`config.mk`:
```
export PLATFORM = sky130hd
export DESIGN_NAME = lhk_div
export DESIGN_NICKNAME = d
export VERILOG_FILES = /design/src/rtl/lut1d_linear_interp_hue_keep_defines.svh /design/src/rtl/lhk_div.sv
export SDC_FILE = /design/constraint.sdc
export NUM_CORES = 2
export LEC_CHECK = 0
export BUFFER_PORTS_ARGS = -buffer_cell sky130_fd_sc_hd__buf_2
export CAP_MARGIN = 20
export CORE_MARGIN = 4
export CORE_UTILIZATION = 55
export DETAILED_ROUTE_END_ITERATION = 16
export PLACE_DENSITY = 0.73
export SETUP_SLACK_MARGIN = 0.05
export SLEW_MARGIN = 20
export SYNTH_ARGS = -nofsm -noshare
export SYNTH_HDL_FRONTEND = slang
export SYNTH_SLANG_ARGS = --single-unit
```
`constraint.sdc`:
```
create_clock -name clk -period 3.75 [get_ports clk]
set_clock_uncertainty 0.15 [all_clocks]
set_input_delay 0 -clock clk [delete_from_list [all_inputs] [get_ports clk]]
set_output_delay 0 -clock clk [all_outputs]
set_load 0.005 [all_outputs]
```
`src/rtl/lut1d_linear_interp_hue_keep_defines.svh`:
```
// assertion macros shared by the lut block
`ifndef LUT1D_LINEAR_INTERP_HUE_KEEP_DEFINES_SVH
`define LUT1D_LINEAR_INTERP_HUE_KEEP_DEFINES_SVH

// implication checked on every edge outside reset
`define LHK_ASSERT_IMP(label, ante, cons) \
	label: assert property (@(posedge clk) disable iff (!arst_n) (ante) |-> (cons)) \
		else $error("lhk check failed");

// next-cycle implication checked outside reset
`define LHK_ASSERT_NEXT(label, ante, cons) \
	label: assert property (@(posedge clk) disable iff (!arst_n) (ante) |=> (cons)) \
		else $error("lhk check failed");

`endif

```
`src/rtl/lhk_div.sv`:
```
`timescale 1ns / 1ps
// pipelined restoring divider: quotient of num*2^(QBits-1) / den (2^16 at the default), one bit per stage
// the quotient fits QBits because num never exceeds den
module lhk_div #(
	parameter int unsigned QBits = 17
) (
	input  logic        clk,
	input  logic        en,
	input  logic [32:0] num,
	input  logic [32:0] den,
	output logic [QBits-1:0] quo
);
	logic [32:0] rem_s [QBits+1];
	logic [32:0] den_s [QBits+1];
	logic [QBits-1:0] q_s [QBits+1];
	logic [49:0] numx_s [QBits+1];

	// upper dividend bits start as the remainder, the rest shift in from the top
	assign rem_s[0] = {1'b0, num[32:1]};
	assign den_s[0] = den;
	assign q_s[0]   = '0;
	assign numx_s[0] = {num[0], 49'd0};

	for (genvar k = 0; k < QBits; k++) begin : g_st
		logic [33:0] trial;
		logic [32:0] nrem;
		logic        bitv;
		always_comb begin
			trial = {rem_s[k], numx_s[k][49]};
			bitv  = (trial >= {1'b0, den_s[k]});
			nrem  = bitv ? 33'(trial - {1'b0, den_s[k]}) : trial[32:0];
		end
		always_ff @(posedge clk) begin
			if (en) begin
				rem_s[k+1]  <= nrem;
				den_s[k+1]  <= den_s[k];
				q_s[k+1]    <= {q_s[k][QBits-2:0], bitv};
				numx_s[k+1] <= {numx_s[k][48:0], 1'b0};
			end
		end
	end
	assign quo = q_s[QBits];
endmodule

```
Word level (Yosys, flattened, before mapping)
Cells that the tools add are included.
{ "word_totals": {"inputBits": 68, "reg_bits": 1209, "romBits": 0, "output_inout_bits": 17, "memories": 0, "ram_bits": 0, "wordCells": 113, "latch_bits": 0} }
{ "op_classes": {"multipliers": 0, "muxes": 16, "n_addsub": 16, "n_lt_le_gt_ge": 17, "div_mod_pow": 0, "shifts": 0, "bitwise": 0, "n_reduce_logical": 0, "eq_ne": 0} }
{ "op_table": {"columns": ["op", "count"], "rows": [
  [">= comparator 34 x 33 -> 1 bit", 16],
  ["2-to-1 mux 33 bit", 16],
  ["subtractor 33 bit", 16],
  [">= comparator 33 bit", 1]
]} }

Depth between registers and ports, before layout
{ "logic_depth": {"word_depth": 2, "mapped_depth": 15, "depth_no_buf": 13} }

Worst setup path after synthesis
No wires, ideal clock.
{ "synth_timing": {"path_kind": "register -> register", "startpoint": "register den_s[264] (netlist bit)", "endpoint": "register rem_s (netlist bit g_st[10].trial[29]), data pin", "period_less_slack_ns": 3.431, "slack_ns": 0.319, "t_required_ns": 3.340, "arrival_time_ns": 3.021, "setup_time_ns": 0.260, "path_stages_with_launch": 13, "n_path_buf": 1, "cell_sequence": "edfxtp_1 fa_1 nor2b_1 o31a_1 o221ai_1 a21oi_1 nor2_1 or4_1 o211ai_1 o32ai_1 inv_2 buf_2 mux2_2"} }
{ "synth_between": {"elab_chain_cells": 2, "word_cells_on_any_way": 3, "cone_classes": "add/sub: 1; order compare: 1; mux: 1"} }
{ "synth_rtl": {"columns": ["element", "line", "source"], "rows": [
  ["start: declaration", "lhk_div.sv:14", "logic [32:0] den_s [QBits+1];"],
  ["start signal: indexed assignment", "lhk_div.sv:36", "den_s[k+1] <= den_s[k];"],
  [">= comparator 34 x 33 -> 1 bit", "lhk_div.sv:30", "bitv = (trial >= {1'b0, den_s[k]});"],
  ["named net g_st[9].bitv", "lhk_div.sv:27", "logic bitv;"],
  ["2-to-1 mux 33 bit", "lhk_div.sv:31", "nrem = bitv ? 33'(trial - {1'b0, den_s[k]}) : trial[32:0];"],
  ["named net g_st[9].nrem[28]", "lhk_div.sv:26", "logic [32:0] nrem;"],
  ["end signal: indexed assignment", "lhk_div.sv:35", "rem_s[k+1] <= nrem;"],
  ["end: declaration", "lhk_div.sv:13", "logic [32:0] rem_s [QBits+1];"]
]} }
The timed path passes the listed nets, and every way through them passes these cells.
A chain may end at the register's enable or synchronous reset.

Worst setup path after layout
{ "layout_timing": {"startpoint": "register rem_s (netlist bit g_st[2].trial[1])", "endpoint": "register rem_s (netlist bit g_st[3].trial[30]), data pin"} }
{ "layout_between": {"elab_chain_cells": 2, "word_cells_on_any_way": 3, "cone_classes": "add/sub: 1; order compare: 1; mux: 1"} }
{ "layout_rtl": {"columns": ["element", "line"], "rows": [
  ["subtractor 33 bit or >= comparator 34 x 33 -> 1 bit (tied branches)", "lhk_div.sv:31, lhk_div.sv:30"],
  ["2-to-1 mux 33 bit *", "lhk_div.sv:31"],
  ["named net g_st[2].nrem[29]", "lhk_div.sv:26"]
]} }
The timed path passes the listed nets; every way through them passes the cells marked *.

==> results.yml <==
run_status:
  status: "finished clean"
routing:
  initialDrtViolationCount: 2547
  route.detailed.drc: 0
  ant_nets: 0
  wirelength_um: 169000
  drt_first_pass_iters: 7
  vias: 52041
  viasPerCell: 5.67
  post_drt_wl_per_cell_um: 18.4
worst_setup_path:
  start_kind: "flip-flop"
  r2r_end: "g_st[3].trial[30]"
  critPathRequiredTime_ps: 4120
  r2r_slack_ps: 60
  rr_worst_depth: 12
  r2r_start: "g_st[2].trial[1]"
  path_max_fanout: 3
  crit_path_end_kind: "flip-flop"
  path_class: "reg2reg"
  worst-endpoint-arrival_ps: 4060
timing:
  max_slew_margin_pct: 48.4
  setup-violations-final: 0
  rsz0062_at_grt: "true"
  drv_slew: 0
  timing.final.crit_period_ps: 3690
  finalHoldViolations: 0
  worst_slew_pin_slew_ps: 769
  hold_slack_ps: 92.5
  max_freq_mhz: 271
  finalCritPeriodShare_pct: 98.5
logic_synthesis:
  synth_top_family_by_area: "compound AO/OA/AOI/OAI gates"
  avgSynthCellArea_um2: 10.7
  syn_area_mm2: 0.0719
  synth_compound_area_share_pct: 16.6
  yosys.area_share.simple_pct: 9.72
  synth-async-reset-ratio_pct: 0
  synth_ff_type: "edfxtp_1"
  synth_xor_area_share_pct: 5.51
  synthAdderAreaFrac_pct: 10.2
  yosysSeqAreaShare_pct: 50.5
  syn_nets: 7331
  synth_top_cell_by_area: "edfxtp_1"
  ys_warn_count: 0
  synth_cells: 6687
  yosysUniqueCellTypes: 95
  ys_ff_latch: 1209
  synthTopCellsByArea: "edfxtp_1 51%, ha_1 9.8%, a21oi_1 4.5%, inv_1 3.7%, xnor2_1 3.3%"
  yosysTopAreaCellShare_pct: 50.5
  synth.area.mux_share_pct: 2.58
  synth-edff-count: 1209
worst_hold_path:
  min_path_type: "in2reg"
  min_path_cells: 4
  min_to: "g_st[1].trial[26]"
  min_from: "num[25]"
global_route:
  overflow: 0
  grt_usage_pct: 24.4
  grt_use_met3_pct: 3.02
  grt_antenna_before_repair: 1
  gr-max-usage-layer: "met2"
  grt_pass1_vias: 54252
  grt_pass1_wl_um: 267000
  use_met1_pct: 21.8
  grt_max_degree: 113
  grt_use_met2_pct: 50.5
final_layout:
  fin_area_mm2: 0.0841
  fill_cells: 9780
  postLayoutCoreUtil_pct: 64.9
  final_cells: 9186
  drive_gt1_share_pct: 14.4
  syn2layout_area_growth_pct: 17.1
  fin_nets: 7984
  n_antenna_cell: 0
cts:
  root_buffer: "clkbuf_16"
  clock-sinks: 1209
  clkTransAtPathRegs_ps: 60
  clockBufferDepth: 3
  insertion_delay_ps: 780
  numCtsBuffers: 136
  cts_tree: "yes"
  htree_levels: 4
floorplan:
  io_pins: 85
  start_util_pct: 55.4
  core-area_mm2: 0.130
  rows: 132
  die_area_mm2: 0.136
  die_h_um: 369
  die_x_um: 369
place:
  place_hpwl_um: 127000
  place_area_mm2: 0.0774
  portBuffers: 84
  placed_cells: 8763
  finalWeightedCongestion: 0.969
pwr:
  power.leakage_nw: 35.5
  fin_total_pwr_mw: 72.5
  powerDensity_mw_per_mm2: 862
  vdd_drop_max_v: 0.000563
run:
  cap_violations: 0
## where the power goes
part	internal [mW]	switching [mW]	leakage, nW	total, mW
registers	20.4	1.94	11.8	22.4
clock network	7.59	5.28	2.08	12.9
logic	17.1	20.2	21.6	37.3
total	45.1	27.4	35.5	72.5
## cells in the mapped netlist (54+ instances only)
master       n
mux2_2     154
nor2b_1     84
a21o_1     281
clkbuf_1   124
nand2b_1    87
nor3_1      71
o21bai_1    68
o21ai_0    433
xor2_1     184
o31ai_1     54
a31oi_1     56
a21oi_1    645
nor2_1     411
inv_1      703
xnor2_1    268
o21a_1      70
ha_1       560
nand4_1     79
nand3_1    104
edfxtp_1  1209
nand2_1    462
## final cells by class
class / count / area [um^2] / share of cell area (%)
clock buffers: 173 / 3630 / 4.31
clock inverters: 69 / 657 / 0.781
inverters: 705 / 2650 / 3.15
multi-input cells: 4586 / 32800 / 39.0
flip-flops and latches: 1209 / 36300 / 43.2
well taps: 1742 / 2180 / 2.59
repair buffers: 702 / 5900 / 7.01
## kinds of logic after synthesis
group | after synthesis
compound gates | 1911
xor+xnor | 452
fa+ha+maj | 576
buf+inv | 894
flops | 1209
mux | 165
simple gates | 1480
## critical path, stage by stage, from the launching register on
cell and delay, ps:
edfxtp_1 410, ha_1 350, nor2b_4 140, o31a_1 300
o31a_1 360, o211a_4 280, a31o_4 230, a221o_1 440
a311oi_2 310, buf_4 170, buf_6 90, xor2_1 130
a21oi_1 80
## metal layers
metal	routed length (um)	vias to the layer above
met5	0	-
met3	4640	533
met2	96900	1159
li1	-	25690
met1	56800	24659
met4	11000	0
## timing repair
action,4_1_cts,5_1_grt
hold buffers,138,0
pin swaps,6,47
resized for setup,29,106
gates cloned,2,6
buffers inserted,5,30
setup endpoints to repair,202,304
hold endpoints to repair,824,0
## metrics by stage
step / setup WS (ps) / TNS (ps)
finish: 55.4 / 0
floorplan: 319 / 0
CTS: 50.0 / 0
detailed placement: -246 / -8620
global placement: -191 / -3820
global route: -25.6 / -57.7
## worst max-delay path by stage
stage | slack (ps) | end | depth (start not counted) | start
after floorplan | 320 | g_st[10].trial[29] | 12 | den_s[264]
after global placement | -190 | g_st[11].trial[4] | 14 | den_s[234]
after detailed placement | -250 | g_st[11].trial[4] | 13 | g_st[10].trial[3]
after CTS | 50 | g_st[3].trial[32] | 13 | den_s[496]
after global routing | -30 | g_st[4].trial[32] | 13 | g_st[3].trial[4]
final | 60 | g_st[3].trial[30] | 12 | g_st[2].trial[1]
## state kept, by name (all words and copies together) (netlist names)
name	cells
q_s	136
quo	17
g_st.trial	528
den_s	528
## layout by cell type, fill, tap and decap left out, types with 268 or more instances in the layout
cell and n:
edfxtp_1 1209, inv_1 701, a21oi_1 623, ha_1 558
nand2_1 462, buf_4 442, o21ai_0 414, nor2_1 409
a21o_1 280, xnor2_1 268
Power figures use the tool's default switching activity.
